$ cat src/hdl/msr_intercept_table_unit_macros.svh
// Assertion macros used by the intercept table datapath.
// Each expects clk and rst in scope.
`ifndef MSR_INTERCEPT_TABLE_UNIT_MACROS_SVH
`define MSR_INTERCEPT_TABLE_UNIT_MACROS_SVH

// Same-cycle implication.
`define MIT_ASSERT_NOW(lbl, ante, cons, msg) \
  lbl: assert property (@(posedge clk) disable iff (rst) (ante) |-> (cons)) else $error(msg);

// Next-cycle implication.
`define MIT_ASSERT_NEXT(lbl, ante, cons, msg) \
  lbl: assert property (@(posedge clk) disable iff (rst) (ante) |=> (cons)) else $error(msg);

`endif

$ cat src/hdl/mit_pkg.sv
package mit_pkg;

  localparam int TABLE_ENTRIES = 16;
  localparam int IDX_W = (TABLE_ENTRIES > 1) ? $clog2(TABLE_ENTRIES) : 1;

  typedef enum logic [1:0] {
    REQ_INSTALL = 2'd0,
    REQ_REMOVE  = 2'd1,
    REQ_READ    = 2'd2,
    REQ_WRITE   = 2'd3
  } req_t;

  typedef enum logic [2:0] {
    ST_OK         = 3'd0,
    ST_NO_HANDLER = 3'd1,
    ST_DUPLICATE  = 3'd2,
    ST_FULL       = 3'd3,
    ST_NOT_FOUND  = 3'd4
  } status_t;

  // Controller to datapath.
  typedef struct packed {
    logic load;
    logic exec;
  } cmd_t;

  // Datapath to controller.
  typedef struct packed {
    logic out_free;
  } stat_t;

endpackage

$ cat src/hdl/mit_req_if.sv
interface mit_req_if;
  logic        valid;
  logic        ready;
  logic [1:0]  req_type;
  logic [31:0] msr_number;
  logic        want_read_hook;
  logic        want_write_hook;

  modport source (
    output valid, req_type, msr_number, want_read_hook, want_write_hook,
    input  ready
  );
  modport sink (
    input  valid, req_type, msr_number, want_read_hook, want_write_hook,
    output ready
  );
endinterface

$ cat src/hdl/mit_rsp_if.sv
interface mit_rsp_if;
  logic       valid;
  logic       ready;
  logic [2:0] status;
  logic       hit;
  logic       call_handler;
  logic [3:0] slot_index;

  modport source (
    output valid, status, hit, call_handler, slot_index,
    input  ready
  );
  modport sink (
    input  valid, status, hit, call_handler, slot_index,
    output ready
  );
endinterface

$ cat src/hdl/mit_ctrl.sv
module mit_ctrl (
  input  logic          clk,
  input  logic          rst,
  input  logic          req_valid,
  input  mit_pkg::stat_t stat,
  output logic          req_ready,
  output mit_pkg::cmd_t cmd
);

  typedef enum logic [1:0] {
    S_IDLE = 2'b01,
    S_EXEC = 2'b10
  } state_t;

  state_t state;
  state_t state_next;

  // Take an item only when the result register can absorb it.
  assign req_ready = (state == S_IDLE) && stat.out_free;
  assign cmd.load  = req_ready && req_valid;
  assign cmd.exec  = (state == S_EXEC);

  always_comb begin
    case (state)
      S_IDLE:  state_next = cmd.load ? S_EXEC : S_IDLE;
      S_EXEC:  state_next = S_IDLE;
      default: state_next = S_IDLE;
    endcase
  end

  always_ff @(posedge clk) begin
    if (rst) begin
      state <= S_IDLE;
    end else begin
      state <= state_next;
    end
  end

endmodule

$ cat src/hdl/mit_datapath.sv
`include "msr_intercept_table_unit_macros.svh"

module mit_datapath (
  input  logic           clk,
  input  logic           rst,
  input  mit_pkg::cmd_t  cmd,
  output mit_pkg::stat_t stat,
  input  logic [1:0]     req_type,
  input  logic [31:0]    msr_number,
  input  logic           want_read_hook,
  input  logic           want_write_hook,
  mit_rsp_if.source      rsp
);

  localparam int N = mit_pkg::TABLE_ENTRIES;
  localparam int W = mit_pkg::IDX_W;

  // Latched request
  mit_pkg::req_t cur_type;
  logic [31:0]   cur_msr;
  logic          cur_rd;
  logic          cur_wr;

  // Table
  logic [N-1:0]  valid;
  logic [31:0]   regs [N];
  logic [N-1:0]  reads;
  logic [N-1:0]  writes;

  // Result register
  logic            rsp_valid;
  mit_pkg::status_t rsp_status;
  logic            rsp_hit;
  logic            rsp_call;
  logic [3:0]      rsp_slot;

  logic [N-1:0] match_vec;
  logic [N-1:0] match_low;
  logic [N-1:0] free_vec;
  logic [N-1:0] free_low;
  logic [W-1:0] match_idx;
  logic [W-1:0] free_idx;
  logic         any_match;
  logic         any_free;

  mit_pkg::status_t res_status;
  logic             res_hit;
  logic             res_call;
  logic [W-1:0]     res_slot;
  logic [W+3:0]     slot_wide;
  logic             wr_en;
  logic             clr_en;
  logic             hit_status_ok;

  always_ff @(posedge clk) begin
    if (cmd.load) begin
      cur_type <= mit_pkg::req_t'(req_type);
      cur_msr  <= msr_number;
      cur_rd   <= want_read_hook;
      cur_wr   <= want_write_hook;
    end
  end

  // Parallel compare, then isolate the lowest set bit.
  always_comb begin
    for (int i = 0; i < N; i++) begin
      match_vec[i] = valid[i] && (regs[i] == cur_msr);
    end
    free_vec  = ~valid;
    match_low = match_vec & (~match_vec + 1'b1);
    free_low  = free_vec & (~free_vec + 1'b1);
    any_match = |match_vec;
    any_free  = |free_vec;
    match_idx = '0;
    free_idx  = '0;
    for (int i = 0; i < N; i++) begin
      if (match_low[i]) match_idx = match_idx | W'(i);
      if (free_low[i])  free_idx  = free_idx | W'(i);
    end
  end

  always_comb begin
    res_status = mit_pkg::ST_OK;
    res_hit    = 1'b0;
    res_call   = 1'b0;
    res_slot   = '0;
    wr_en      = 1'b0;
    clr_en     = 1'b0;
    case (cur_type)
      mit_pkg::REQ_INSTALL: begin
        if (!cur_rd && !cur_wr) begin
          res_status = mit_pkg::ST_NO_HANDLER;
        end else if (any_match) begin
          res_status = mit_pkg::ST_DUPLICATE;
          res_hit    = 1'b1;
          res_slot   = match_idx;
        end else if (!any_free) begin
          res_status = mit_pkg::ST_FULL;
        end else begin
          res_slot = free_idx;
          wr_en    = 1'b1;
        end
      end
      mit_pkg::REQ_REMOVE, mit_pkg::REQ_READ, mit_pkg::REQ_WRITE: begin
        if (!any_match) begin
          res_status = mit_pkg::ST_NOT_FOUND;
        end else begin
          res_hit  = 1'b1;
          res_slot = match_idx;
          if (cur_type == mit_pkg::REQ_REMOVE) begin
            clr_en = 1'b1;
          end else if (cur_type == mit_pkg::REQ_READ) begin
            res_call = |(match_low & reads);
          end else begin
            res_call = |(match_low & writes);
          end
        end
      end
      default: begin
        res_status = mit_pkg::ST_NOT_FOUND;
      end
    endcase
  end

  // Slot numbers beyond four bits keep only their low bits.
  assign slot_wide = {4'b0000, res_slot};

  always_ff @(posedge clk) begin
    if (rst) begin
      valid <= '0;
    end else if (cmd.exec && wr_en) begin
      valid[free_idx] <= 1'b1;
    end else if (cmd.exec && clr_en) begin
      valid[match_idx] <= 1'b0;
    end
  end

  always_ff @(posedge clk) begin
    if (cmd.exec && wr_en) begin
      regs[free_idx]   <= cur_msr;
      reads[free_idx]  <= cur_rd;
      writes[free_idx] <= cur_wr;
    end
  end

  always_ff @(posedge clk) begin
    if (rst) begin
      rsp_valid <= 1'b0;
    end else if (cmd.exec) begin
      rsp_valid <= 1'b1;
    end else if (rsp.ready) begin
      rsp_valid <= 1'b0;
    end
  end

  always_ff @(posedge clk) begin
    if (cmd.exec) begin
      rsp_status <= res_status;
      rsp_hit    <= res_hit;
      rsp_call   <= res_call;
      rsp_slot   <= slot_wide[3:0];
    end
  end

  assign stat.out_free    = !rsp_valid || rsp.ready;
  assign rsp.valid        = rsp_valid;
  assign rsp.status       = rsp_status;
  assign rsp.hit          = rsp_hit;
  assign rsp.call_handler = rsp_call;
  assign rsp.slot_index   = rsp_slot;

  assign hit_status_ok = (rsp_status == mit_pkg::ST_OK) || (rsp_status == mit_pkg::ST_DUPLICATE);

  `MIT_ASSERT_NOW(a_exec_out_free, cmd.exec, !rsp_valid, "execute with result register full")
  `MIT_ASSERT_NEXT(a_install_marks, cmd.exec && wr_en, valid[$past(free_idx)], "install missed")
  `MIT_ASSERT_NEXT(a_remove_frees, cmd.exec && clr_en, !valid[$past(match_idx)], "remove missed")
  `MIT_ASSERT_NOW(a_hit_status, rsp_valid && rsp_hit, hit_status_ok, "hit with failing status")

endmodule

$ cat src/hdl/msr_intercept_table_unit.sv
// An accepted item is latched, and its result is registered on the output from
// the next edge; the result leaves when the receiver is ready.
// Items go through one at a time; an idle cycle takes the item and an
// execute cycle does the 16-way compare, free-slot pick and table write-back.
// A waiting result holds off the next item; an item may enter at the edge where
// the result leaves. Reset (synchronous, rst high): every slot freed at once,
// controller idle, result register empty; no clearing pass.
module msr_intercept_table_unit (
  input logic      clk,
  input logic      rst,
  mit_req_if.sink  req,
  mit_rsp_if.source rsp
);

  mit_pkg::cmd_t  cmd;
  mit_pkg::stat_t stat;
  logic           ready;

  // Sequencer: idle -> execute -> idle. It issues load and execute commands
  // and the request ready; all table and result state lives in the datapath.
  mit_ctrl u_ctrl (
    .clk       (clk),
    .rst       (rst),
    .req_valid (req.valid),
    .stat      (stat),
    .req_ready (ready),
    .cmd       (cmd)
  );

  // Table of entries, parallel match, lowest-free pick, result register.
  mit_datapath u_datapath (
    .clk             (clk),
    .rst             (rst),
    .cmd             (cmd),
    .stat            (stat),
    .req_type        (req.req_type),
    .msr_number      (req.msr_number),
    .want_read_hook  (req.want_read_hook),
    .want_write_hook (req.want_write_hook),
    .rsp             (rsp)
  );

  // Hold off new items while one is executing or the result is stuck.
  assign req.ready = ready;

endmodule

$ cat src/flat_wrapper.sv
// flat-port wrapper written by rule: the top's interface ports become plain ports
module msr_intercept_table_unit_flat 
  (clk, rst, req_valid, req_req_type, req_msr_number, req_want_read_hook, req_want_write_hook, req_ready, rsp_valid, rsp_status, rsp_hit, rsp_call_handler, rsp_slot_index, rsp_ready);
  mit_req_if req_i ();
  mit_rsp_if rsp_i ();
  input logic clk;
  input logic rst;
  input wire logic [$bits(req_i.valid)-1:0] req_valid;
  input wire logic [$bits(req_i.req_type)-1:0] req_req_type;
  input wire logic [$bits(req_i.msr_number)-1:0] req_msr_number;
  input wire logic [$bits(req_i.want_read_hook)-1:0] req_want_read_hook;
  input wire logic [$bits(req_i.want_write_hook)-1:0] req_want_write_hook;
  output wire logic [$bits(req_i.ready)-1:0] req_ready;
  output wire logic [$bits(rsp_i.valid)-1:0] rsp_valid;
  output wire logic [$bits(rsp_i.status)-1:0] rsp_status;
  output wire logic [$bits(rsp_i.hit)-1:0] rsp_hit;
  output wire logic [$bits(rsp_i.call_handler)-1:0] rsp_call_handler;
  output wire logic [$bits(rsp_i.slot_index)-1:0] rsp_slot_index;
  input wire logic [$bits(rsp_i.ready)-1:0] rsp_ready;
  assign req_i.valid = req_valid;
  assign req_i.req_type = req_req_type;
  assign req_i.msr_number = req_msr_number;
  assign req_i.want_read_hook = req_want_read_hook;
  assign req_i.want_write_hook = req_want_write_hook;
  assign req_ready = req_i.ready;
  assign rsp_valid = rsp_i.valid;
  assign rsp_status = rsp_i.status;
  assign rsp_hit = rsp_i.hit;
  assign rsp_call_handler = rsp_i.call_handler;
  assign rsp_slot_index = rsp_i.slot_index;
  assign rsp_i.ready = rsp_ready;
  msr_intercept_table_unit u_core (.clk(clk), .rst(rst), .req(req_i), .rsp(rsp_i));
endmodule
$ cat config.mk
export PLATFORM = sky130hd
export DESIGN_NAME = msr_intercept_table_unit_flat
export DESIGN_NICKNAME = d
export VERILOG_FILES = /design/src/hdl/mit_pkg.sv /design/src/hdl/mit_req_if.sv /design/src/hdl/mit_rsp_if.sv /design/src/hdl/mit_ctrl.sv /design/src/hdl/mit_datapath.sv /design/src/hdl/msr_intercept_table_unit.sv /design/src/flat_wrapper.sv
export VERILOG_INCLUDE_DIRS = /design/src /design/src/hdl
export SDC_FILE = /design/constraint.sdc
export NUM_CORES = 1
export LEC_CHECK = 0
export BUFFER_PORTS_ARGS = -buffer_cell sky130_fd_sc_hd__buf_2
export CAP_MARGIN = 40
export CORE_UTILIZATION = 40
export DETAILED_ROUTE_END_ITERATION = 10
export GPL_TIMING_DRIVEN = 0
export HOLD_SLACK_MARGIN = 0.06
export MAX_ROUTING_LAYER = met4
export PLACE_DENSITY = 0.63
export SYNTH_ARGS = -nofsm -noshare
export SYNTH_HDL_FRONTEND = slang
export SYNTH_HIERARCHICAL = 1
export SYNTH_SLANG_ARGS = --single-unit
$ cat constraint.sdc
create_clock -name clk -period 13.41 [get_ports clk]
set_input_delay 1.341 -clock clk [delete_from_list [all_inputs] [get_ports clk]]
set_output_delay 1.341 -clock clk [all_outputs]
set_load 0.01 [all_outputs]
# After elaboration in Yosys (flattened, before gate mapping)
# Memories as Yosys holds them, arrays and structs flattened.
# Cells that the tools add are included.
# Widths: inputs -> output; s select.
[classes] order_cmp=4 eq_ne=21 n_mux=64 add_sub_neg=2 bitwise=13 reduce_logical=37
[op_table] operator="$eq 32x32->1" count=16
[op_table] operator="$and 16x16->16" count=5
[op_table] operator="$mux 4" count=20
[op_table] operator="$not 16->16" count=4
[op_table] operator="$reduce_or 16->1" count=4
[op_table] operator="$add 16x1->16 const B" count=2
[op_table] operator="$bwmux 16" count=2
[op_table] operator="$mux 16" count=2
[op_table] operator="$mux 3" count=9
[op_table] operator="$logic_and 1x1->1" count=23
[op_table] operator="$mux 1" count=18
[op_table] operator="$mux 2" count=8
[op_table] operator="$or 16x16->16" count=1
[op_table] operator="$lt 4x5->1 const B" count=2
[op_table] operator="$demux 1 s4" count=2
[op_table] operator="$ge 4x1->1 const B" count=2
[op_table] operator="$pmux 4 s2" count=1
[op_table] operator="$eq 2x2->1 const B" count=3
[op_table] operator="$pmux 3 s2" count=1
[op_table] operator="$reduce_or 3->1" count=2
[op_table] operator="$eq 2x1->1 const B" count=2
[op_table] operator="$reduce_bool 2->1" count=2
[op_table] operator="$logic_not 1->1" count=3
[op_table] operator="$not 1->1" count=3
[op_table] operator="other kinds (4)" count=4
[word_totals] register_bits=96 ramBits=512 mem_count=1 in_bits=40 output_inout_bits=11 word_cells=155
[memory_table] memory="u_core.u_datapath.regs" words=16 word_bits=32 read_ports=16 rd_clocked_by_memory_dff=0 wr=1 line="mit_datapath.sv:26" rtl="logic [31:0] regs [N];"

# Longest topological paths before layout
# Gate-level depths: netlist of run 1.
# An unclocked memory read counts as a cell.
[depth] depth_word=29 ltp_mapped=14 ltp_nobuf=9

# Hierarchy
# The synthesis of run 1 kept the hierarchy.
[modules_own_cells] mod="mit_datapath" cells_per_inst=1669 area_each_um2=26097.5 seq_area_each_um2=18027.3 instances=1
[modules_own_cells] mod="mit_ctrl" cells_per_inst=9 area_each_um2=93.8 seq_area_each_um2=40.0 instances=1

# Worst setup path after synthesis of run 1
# OpenSTA, ideal clock, no wires.
[synth_path] path_kind="register to register" from="register u_core.u_datapath.cur_msr[25]" to="register u_core.u_datapath.reads[0] (enable)" t_arrival_ns=5.530 synth_period_minus_slack_ns=6.044 required_ns=12.896 slack_ns=7.366 setup_ns=0.514 n_path_buf=3 path_stages_with_launch=11 cell_sequence="edfxtp_1 -> buf_4 -> buf_4 -> xnor2_1 -> nand4_1 -> nor4_1 -> and4b_1 -> clkbuf_1 -> nor3_1 -> nand4b_1 -> nor4_1"
[synth_via] elab_chain_len=7 elab_cells_between_ends=37 classes_between="eq/ne (16); mux (3); reduce/logical (18)"
[synth_rtl] item="start, declared" line="mit_datapath.sv:20" rtl="logic [31:0] cur_msr;"
[synth_rtl] item="start signal, assigned" line="mit_datapath.sv:58" rtl="cur_msr <= msr_number;"
[synth_rtl] item="$eq 32x32->1" line="mit_datapath.sv:67" rtl="match_vec[i] = valid[i] && (regs[i] == cur_msr);"
[synth_rtl] item="$logic_and 1x1->1" line="mit_datapath.sv:67"
[synth_rtl] item="$reduce_or 16->1 (*)" line="mit_datapath.sv:72" rtl="any_match = |match_vec;"
[synth_rtl] item="$mux 1 (*)" line="mit_datapath.sv:93" rtl="end else if (any_match) begin"
[synth_rtl] item="$mux 1 (*)" line="mit_datapath.sv:91" rtl="if (!cur_rd && !cur_wr) begin"
[synth_rtl] item="$mux 1 (*)" line="mit_datapath.sv:89" rtl="case (cur_type)"
[synth_rtl] item="$logic_and 1x1->1 (*)" line="mit_datapath.sv:139" rtl="if (cmd.exec && wr_en) begin"
[synth_rtl] item="end signal, assigned by index" line="mit_datapath.sv:141" rtl="reads[free_idx] <= cur_rd;"
[synth_rtl] item="end, declared" line="mit_datapath.sv:27" rtl="logic [N-1:0] reads;"
# Every way passes the cells marked *; elsewhere a longest branch is shown, timed or not.
# A chain may end at the register's enable or synchronous reset.

# Final worst setup path of run 1
[layout_path] from="register u_core.u_datapath.cur_msr[10]" to="memory u_core.u_datapath.regs[9][12] (enable)"
[layout_via] elab_chain_len=9 elab_cells_between_ends=39 classes_between="eq/ne (16); mux (5); reduce/logical (18)"
[layout_rtl] item="$eq 32x32->1" line="mit_datapath.sv:67"
[layout_rtl] item="$logic_and 1x1->1" line="mit_datapath.sv:67"
[layout_rtl] item="$reduce_or 16->1 (*)" line="mit_datapath.sv:72"
[layout_rtl] item="$mux 1 (*)" line="mit_datapath.sv:93"
[layout_rtl] item="$mux 1 (*)" line="mit_datapath.sv:91"
[layout_rtl] item="$mux 1 (*)" line="mit_datapath.sv:89"
[layout_rtl] item="$logic_and 1x1->1 (*)" line="mit_datapath.sv:139"
[layout_rtl] item="$mux 1 (*)" line="mit_datapath.sv:139"
[layout_rtl] item="$mux 1 (not written as such) (*)" line="mit_datapath.sv:140" rtl="regs[free_idx] <= cur_msr;"
[layout_rtl] item="end, declared" line="mit_datapath.sv:26"
# Marks and branches as above.

==> results of run 1 <==
-- logic make-up after synthesis --
group | synth area share (%)
AOI/OAI and AO/OA | 2.93
xor gates and xnor gates | 17.0
adders and majority gates | 0.191
buffers and inverters | 2.93
DFF | 69.0
muxes | 0.0812
and+or+nand+nor | 7.90
-- power by group through the flow --
stage	sequential, W	combinational (W)	clock [W]
CTS	0.00213	0.000268	0.00180
finish	0.00213	0.000267	0.00177
global route	0.00213	0.000279	0.00187
global placement	0.00220	0.000201	0
floorplan	0.00216	0.000135	0
detailed placement	0.00217	0.000267	0
-- cells in the mapped netlist, types with 12 or more instances --
library cell,number,area share (%)
o21a_1,13,0.37
nor2_1,31,0.44
nand2_1,43,0.62
xnor2_1,166,5.6
xor2_1,342,11
dfxtp_1,19,1.5
a21oi_1,16,0.31
nor4_1,90,2.1
nand2b_1,12,0.29
nand3_1,38,0.73
buf_4,23,0.66
o21ai_0,13,0.25
edfxtp_1,589,68
nor3_1,36,0.69
inv_1,19,0.27
nand4_1,51,1.2
buf_6,41,1.8
-- critical path, delay by kind of cell, from the launching register on --
kind,cells,cell delay [ps]
flip-flops,1,720
AND/OR/NAND/NOR,7,2230
XOR/XNOR,1,200
buffers and inverters,8,2060
-- final timing paths --
check	start	to	slack, ps	depth (start not counted)
setup / recovery	u_core/u_datapath/cur_msr[10]	u_core/u_datapath/regs[9][12]	7850	16
hold / removal	u_core/u_ctrl/state[0]	u_core/u_ctrl/state[1]	520	2
hold reg to reg	u_core/u_ctrl/state[0]	u_core/u_ctrl/state[1]	520	2
setup reg to reg	u_core/u_datapath/cur_msr[10]	u_core/u_datapath/regs[9][12]	7850	16
-- cell type report --
cell class,count,area share (%)
Clock inverter,32,0.900
Timing Repair Buffer,131,4.65
Sequential cell,608,58.6
Tap cell,855,3.47
Antenna cell,1,0.00811
Multi-Input combinational cell,972,24.1
Inverter,19,0.231
Clock buffer,83,5.84
Buffer,79,2.26
-- sequential cells by signal (all words and copies together) (netlist names) --
register and count:
u_core/u_datapath/cur_rd 1, u_core/u_datapath/valid 16, u_core/u_datapath/rsp.hit 1, u_core/u_datapath/reads 16, u_core/u_ctrl/state 2, u_core/u_datapath/regs 512
u_core/u_datapath/cur_wr 1, u_core/u_datapath/rsp.slot_index 4, u_core/u_datapath/cur_msr 32, u_core/u_datapath/rsp.valid 1, u_core/u_datapath/cur_type 2, u_core/u_datapath/rsp.call_handler 1
u_core/u_datapath/writes 16, u_core/u_datapath/rsp.status 3
-- metrics by stage --
step	std cells	utilization [%]	setup slack, ps	instance area, um2	hold WS (ps)
final	2780	47.8	7850	30800	525
after global routing	2779	47.8	7650	30800	551
after CTS	2778	47.8	7890	30800	527
after detailed placement	2663	44.5	7930	28800	518
after global placement	2583	42.6	3390	27500	494
after floorplan	1678	-	7370	26200	483
-- layer usage --
layer  GRT usage [%]  part of all wire [%]
met2            38.5                    48
met4            9.29                   3.9
met3            4.28                   7.5
met1            31.3                    41
met5               -                     0
==> key figures, run 1 <==
Clocking
  – Clk buf depth: 3
  – H-tree depth: 3
  – Total CTS buffers: 66
  – Number of setup buffers added after CTS: 0
  – Root buffer cell: clkbuf_16
  – CTS tree: yes
  – Post-CTS sizing: 0
  – Worst-Skew Late Latency: 600 ps
  – Clock sinks: 608
  – Hold buffer count at CTS: 0
  – Reg clk slew, reported paths: 60 ps

Final layout
  – Most common cell after layout, fill and taps aside: edfxtp_1
  – Multi-input logic area: 7430 um2
  – Layout cell share with drive strength beyond 1: between 15 and 20%
  – FF/Latch Area: 18,100 um2
  – Most frequent cells in the layout: edfxtp_1, xor2_1, xnor2_1
  – # nets final: between 1,500 and 2,000
  – Fill cells: between 5,000 and 6,000
  – Area Overhead vs Synth: 17.8%

Worst setup path
  – WP data required: 13,710 ps
  – Most Frequent Cell on Critical Path: buf_6
  – Setup Crit Path Kind: reg -> reg
  – Startpoint class of the critical path: flip-flop
  – Slowest CP cell: edfxtp_1
  – Worst Setup End Kind: flip-flop
  – Slowest stage delay, CP: 720 ps
  – Critical Path AT: 5860 ps
  – CP cell instances: buf_16 > buf_2 > buf_6 > xor2_1 > nor4_1 > nand3_1 > nor4_2 > nand2b_1 > buf_4 > nor3_1 > clkbuf_1 > nand3_1 > nor3b_2 > buf_6 > buf_6 > buf_6
  – Crit-path max FO: 11

Routing
  – DRT Pass-1 Iters: 6
  – Vias per inst: 5.43
  – Drt total wl: 77,900 um
  – Via count: 15,100
  – Routed length per placed instance: about 28 um
  – Residual DRC: 0
  – Antenna Violating Nets Remaining: 0
  – Drt first-iter violations: between 1,500 and 2,000

Power
  – Reg power frac: 51.1%
  – Leakage: 10.2 nW
  – VDD IR max: 0.137 mV
  – Clock share of power: 42.5%
  – Sw Ratio: 22.2%
  – Internal power: 0.00324 W
  – PwrDens: around 140 nW/um2
  – Switch Pwr: 0.000926 W
  – Power, Total: 0.00417 W
  – Combinational share of power: under 10%

Placement
  – GPL Wtd Cong: 0.899
  – Dpl hpwl: 53,500 um
  – PortBufs: 50

Timing
  – Slew headroom: 35.4%
  – Final Hold Vio Count: 0
  – RSZ-0062 raised after global routing: no
  – Clk_skew: roughly 24 ps
  – Final setup viols: 0
  – Final Slew Violations: 0
  – Maximum clock frequency: between 150 and 200 MHz
  – Actual slew at the worst max-slew pin: 969 ps
  – Final Cycle Share: about two fifths
  – Sum Neg Setup Slack: 0 ps
  – Minimum clock period: 5560 ps

Job
  – Max-Cap Viols: 0

Logic synthesis
  – Post-synth EDFFs: 589
  – Cell count after synthesis: 1,678
  – Distinct cells, synth: 70
  – Post-synthesis register bit count: 608
  – Post-Syn Area per Cell: 15.6 um2
  – Synth Warn #: 6
  – Synth Flop Type: edfxtp_1
  – Async set or reset register ratio after synthesis: 0%
  – Part of the Yosys area used for sequential elements: between 60 and 70%
  – Netlist Area Pre-Place: between 20,000 and 30,000 um2
  – Post-Syn Nets: 1,722

GRT
  – Largest net degree at the start of global routing: 35
  – GRT overflow: 0
  – GRT Total Usage: 24.3%
  – Global-route wire length before repair: 109,000 um
  – Initial antenna violation count: 6
  – Number of global-route vias before repair: between 10,000 and 15,000

Die
  – Die Area: 66,500 um2
  – Row cnt: 93
  – Core ar.: 64,600 um2
  – Initial Util: 40.6%
  – IO Pins: 51
  – Chip width: 258 um
  – DIE HEIGHT: roughly 260 um

Outcome
  – Outcome: finished, final reports clean

Hold path
  – Worst Hold Class: reg -> reg
(Power assumes the default switching activity.)
==> run 2: changes to the inputs <==
--- a/config.mk
+++ b/config.mk
@@ -6,6 +6,7 @@
 export SDC_FILE = /design/constraint.sdc
 export NUM_CORES = 1
 export LEC_CHECK = 0
+export ABC_AREA = 1
 export BUFFER_PORTS_ARGS = -buffer_cell sky130_fd_sc_hd__buf_2
 export CAP_MARGIN = 40
 export CORE_UTILIZATION = 40
==> constraint.sdc (replaced) <==
create_clock -name clk -period 5.5 [get_ports clk]
set_input_delay 0.55 -clock clk [delete_from_list [all_inputs] [get_ports clk]]
set_output_delay 0.55 -clock clk [all_outputs]
set_load 0.01 [all_outputs]
==> run 2 against run 1 <==
  * Combinational power grew to 2.7 times the previous value
  * Non-clock buffer count is 29 lower
  * Register-to-register slack worse by 7600 ps
  * Sequential share of layout area is 3.6 points lower
  * Clock power grew to 2.5 times the previous value
  * Critical path type unchanged
==> key figures, run 2 <==
Outcome
  – Outcome: finished, final reports clean (unchanged)

Power
  – Sw Ratio: 23.2% (was 22.2%)
  – Internal power: 0.00800 W (was 0.00324 W)
  – Switch Pwr: 0.00242 W (was 0.000926 W)
  – Leakage: 12.5 nW (was 10.2 nW)
  – Combinational share of power: 7.0% (was 6.4%)
  – Reg power frac: 49.9% (was 51.1%)
  – Clock share of power: 43.0% (was 42.5%)
  – VDD IR max: 0.293 mV (was 0.137 mV)
  – PwrDens: 317 nW/um2 (was 135 nW/um2)

Job
  – Max-Cap Viols: 0 (unchanged)

Final layout
  – Most frequent cells in the layout: nand2_1, edfxtp_1, nor2_1 (was edfxtp_1, xor2_1, xnor2_1)
  – Most common cell after layout, fill and taps aside: nand2_1 (was edfxtp_1)
  – # nets final: 2,926 (was 1,921)
  – Finished Cell Area: 32,900 um2 (was 30,800 um2)
  – Area Overhead vs Synth: 16.8% (was 17.8%)
  – Fill cells: 6,300 (was 5,481)
  – Top flop regs: u_core/u_datapath/regs (512), u_core/u_datapath/cur_msr (32) (unchanged)
  – Fin cells: 3,864 (was 2,780)
  – Max reg flops: 512 (unchanged)
  – Reg with most FFs: u_core/u_datapath/regs (unchanged)
  – Layout cell share with drive strength beyond 1: 12.9% (was 16.5%)

Die
  – Die Area: 71,400 um2 (was 66,500 um2)
  – Chip width: 267 um (was 258 um)
  – Core ar.: 69,100 um2 (was 64,600 um2)
  – Row cnt: 96 (was 93)
  – IO Pins: 51 (unchanged)
  – Initial Util: 40.8% (was 40.6%)
  – DIE HEIGHT: 267 um (was 258 um)

Timing
  – RSZ-0062 raised after global routing: no (unchanged)
  – Minimum clock period: 5280 ps (was 5560 ps)
  – Actual slew at the worst max-slew pin: 908 ps (was 969 ps)
  – Maximum clock frequency: 189 MHz (was 180 MHz)
  – Slew headroom: 39.4% (was 35.4%)
  – Final Cycle Share: 96.0% (was 41.4%)
  – Final setup viols: 0 (unchanged)
  – Clk_skew: 30.4 ps (was 23.7 ps)
  – Final Hold Vio Count: 0 (unchanged)
  – Final Slew Violations: 0 (unchanged)

Logic synthesis
  – Top-area cell type share of the netlist area: 62.8% (was 67.5%)
  – Synth area leader: edfxtp_1 (unchanged)
  – Post-Syn Nets: 2,750 (was 1,722)
  – Netlist Area Pre-Place: 28,100 um2 (was 26,200 um2)
  – Synth Warn #: 6 (unchanged)
  – Leading post-synthesis cells by cell area: edfxtp_1, nand2_1, nor2_1 (was edfxtp_1, xor2_1, xnor2_1)
  – Synth Flop Type: edfxtp_1 (unchanged)
  – Distinct cells, synth: 55 (was 70)
  – Commonest cells in the netlist: nand2_1, edfxtp_1, nor2_1 (was edfxtp_1, xor2_1, xnor2_1)
  – Most common cell in the netlist: nand2_1 (was edfxtp_1)
  – Cell count after synthesis: 2,706 (was 1,678)
  – Post-Syn Area per Cell: 10.4 um2 (was 15.6 um2)
  – Post-synth EDFFs: 589 (unchanged)
  – Part of the Yosys area used for sequential elements: 64.2% (was 69.0%)
  – Async set or reset register ratio after synthesis: 0% (unchanged)
  – Post-synthesis register bit count: 608 (unchanged)

GRT
  – Largest net degree at the start of global routing: 37 (was 35)
  – Initial antenna violation count: 1 (was 6)
  – Global-route wire length before repair: 137,000 um (was 109,000 um)
  – GRT overflow: 0 (unchanged)
  – GRT Total Usage: 28.2% (was 24.3%)
  – Number of global-route vias before repair: 20,100 (was 15,000)

Routing
  – Residual DRC: 0 (unchanged)
  – Vias per inst: 5.34 (was 5.43)
  – Antenna Violating Nets Remaining: 0 (unchanged)
  – Via count: 20,600 (was 15,100)
  – DRT Pass-1 Iters: 8 (was 6)
  – Drt first-iter violations: 2,684 (was 1,676)
  – Routed length per placed instance: 25.0 um (was 28.0 um)
  – Drt total wl: 96,600 um (was 77,900 um)

Clocking
  – Reg clk slew, reported paths: 60 ps (about the same)
  – H-tree depth: 3 (unchanged)
  – Clock sinks: 608 (unchanged)
  – Worst-Skew Late Latency: 620 ps (was 600 ps)
  – Clk buf depth: 3 (unchanged)
  – Total CTS buffers: 68 (was 66)
  – CTS tree: yes (unchanged)
  – Root buffer cell: clkbuf_16 (unchanged)

Hold path
  – Worst Hold Class: in -> reg (was reg -> reg)

Placement
  – Dpl hpwl: 68,900 um (was 53,500 um)
  – GPL Wtd Cong: 0.945 (was 0.899)
  – PortBufs: 50 (unchanged)
  – Placed insts: 3,743 (was 2,663)
  – Placed cell area: 30,700 um2 (was 28,800 um2)

Worst setup path
  – Setup Crit Path Kind: reg -> reg (unchanged)
  – Critical Path AT: 5580 ps (was 5860 ps)
  – WP data required: 5800 ps (was 13,710 ps)
  – Worst Setup End Kind: flip-flop (unchanged)
  – Startpoint class of the critical path: flip-flop (unchanged)
  – Crit-path max FO: 12 (was 11)
## run 2: changes by cell type after synthesis, sizes merged, moves of 90 or more
cell	previous run	this run
nand2	43	738
o21ai	14	204
xor2	342	26
nor4	96	6
inv	19	300
nor2	32	340
## run 2: worst paths after layout
| kind | startpoint | end | slack, ps | depth (start not counted) |
|---|---|---|---|---|
| min | req_msr_number[6] | u_core/u_datapath/cur_msr[6] | 110 | 1 |
| max | u_core/u_datapath/cur_msr[0] | u_core/u_datapath/regs[11][25] | 220 | 20 |
| min reg2reg | u_core/u_ctrl/state[1] | u_core/u_ctrl/state[0] | 440 | 2 |
| max reg2reg | u_core/u_datapath/cur_msr[0] | u_core/u_datapath/regs[11][25] | 220 | 20 |
## run 2: kinds of logic (layout without fill, tap and decap cells)
| logic type | Yosys count | in the layout | share of synthesized area [%] |
|---|---|---|---|
| AOI/OAI and AO/OA | 262 | 262 | 5.09 |
| xor gates and xnor gates | 161 | 161 | 5.01 |
| adders and majority gates | 4 | 4 | 0.178 |
| buffers and inverters | 376 | 602 | 6.00 |
| DFF | 608 | 608 | 64.2 |
| other | 0 | 1 | 0 |
| and+or+nand+nor | 1295 | 1295 | 19.5 |
## run 2: layer usage
layer | track usage, % | wire length [um] | vias to the layer above
li1 | - | - | 9342
met1 | 35.5 | 38500 | 10100
met2 | 44.3 | 45000 | 1014
met3 | 4.21 | 8150 | 198
met4 | 14.2 | 4930 | 0
met5 | - | 0 | -
## run 2: final cells by class
| cell class | count | area (um2) | share of cell area, % |
|---|---|---|---|
| antenna | 1 | 2.50 | 0.00761 |
| buffer | 75 | 552 | 1.68 |
| clock buffer | 88 | 1890 | 5.76 |
| clock inverter | 32 | 278 | 0.845 |
| inverter | 301 | 1140 | 3.46 |
| multi-input combinational | 1722 | 8500 | 25.8 |
| sequential | 608 | 18100 | 55.0 |
| tap | 931 | 1160 | 3.54 |
| timing repair buffer | 106 | 1290 | 3.92 |
## run 2: critical path, cell delays in order (launching register included)
cell and delay [ps]:
edfxtp_1 650, buf_16 270, inv_1 380, buf_2 430, nand2_1 100, nand4_1 80, nor2_1 50, nand2_1 100
nor2_1 150, nand3_1 400, nand3_4 140, nor2_8 180, nand4_4 180, nor2_4 220, nand2_4 140, buf_6 220
nor3_2 330, buf_4 270, buf_6 180, buf_4 230, buf_4 220
## run 2: power groups by stage
stage	Clock [W]	Combinational, W	Sequential [W]
detailed placement	0	0.000718	0.00530
CTS	0.00453	0.000721	0.00520
floorplan	0	0.000338	0.00526
finish	0.00449	0.000734	0.00520
global route	0.00470	0.000768	0.00520
global placement	0	0.000566	0.00538
## run 2: timing repair
item | CTS | global route
setup endpoints to repair | 0 | 21
setup buffers | 0 | 0
hold buffers | 0 | 0
resized for setup | 0 | 3
## run 2: through the flow
step	hold slack, ps	total power [W]	TNS (ps)	setup WS (ps)	utilization, %
finish	112	0.0104	0	221	47.6
global route	99.6	0.0107	0	41.6	47.6
CTS	86.2	0.0105	0	68.8	47.6
detailed placement	437	0.00602	0	101	44.4
global placement	427	0.00594	-821040	-3170	42.8
floorplan	421	0.00560	0	465	-
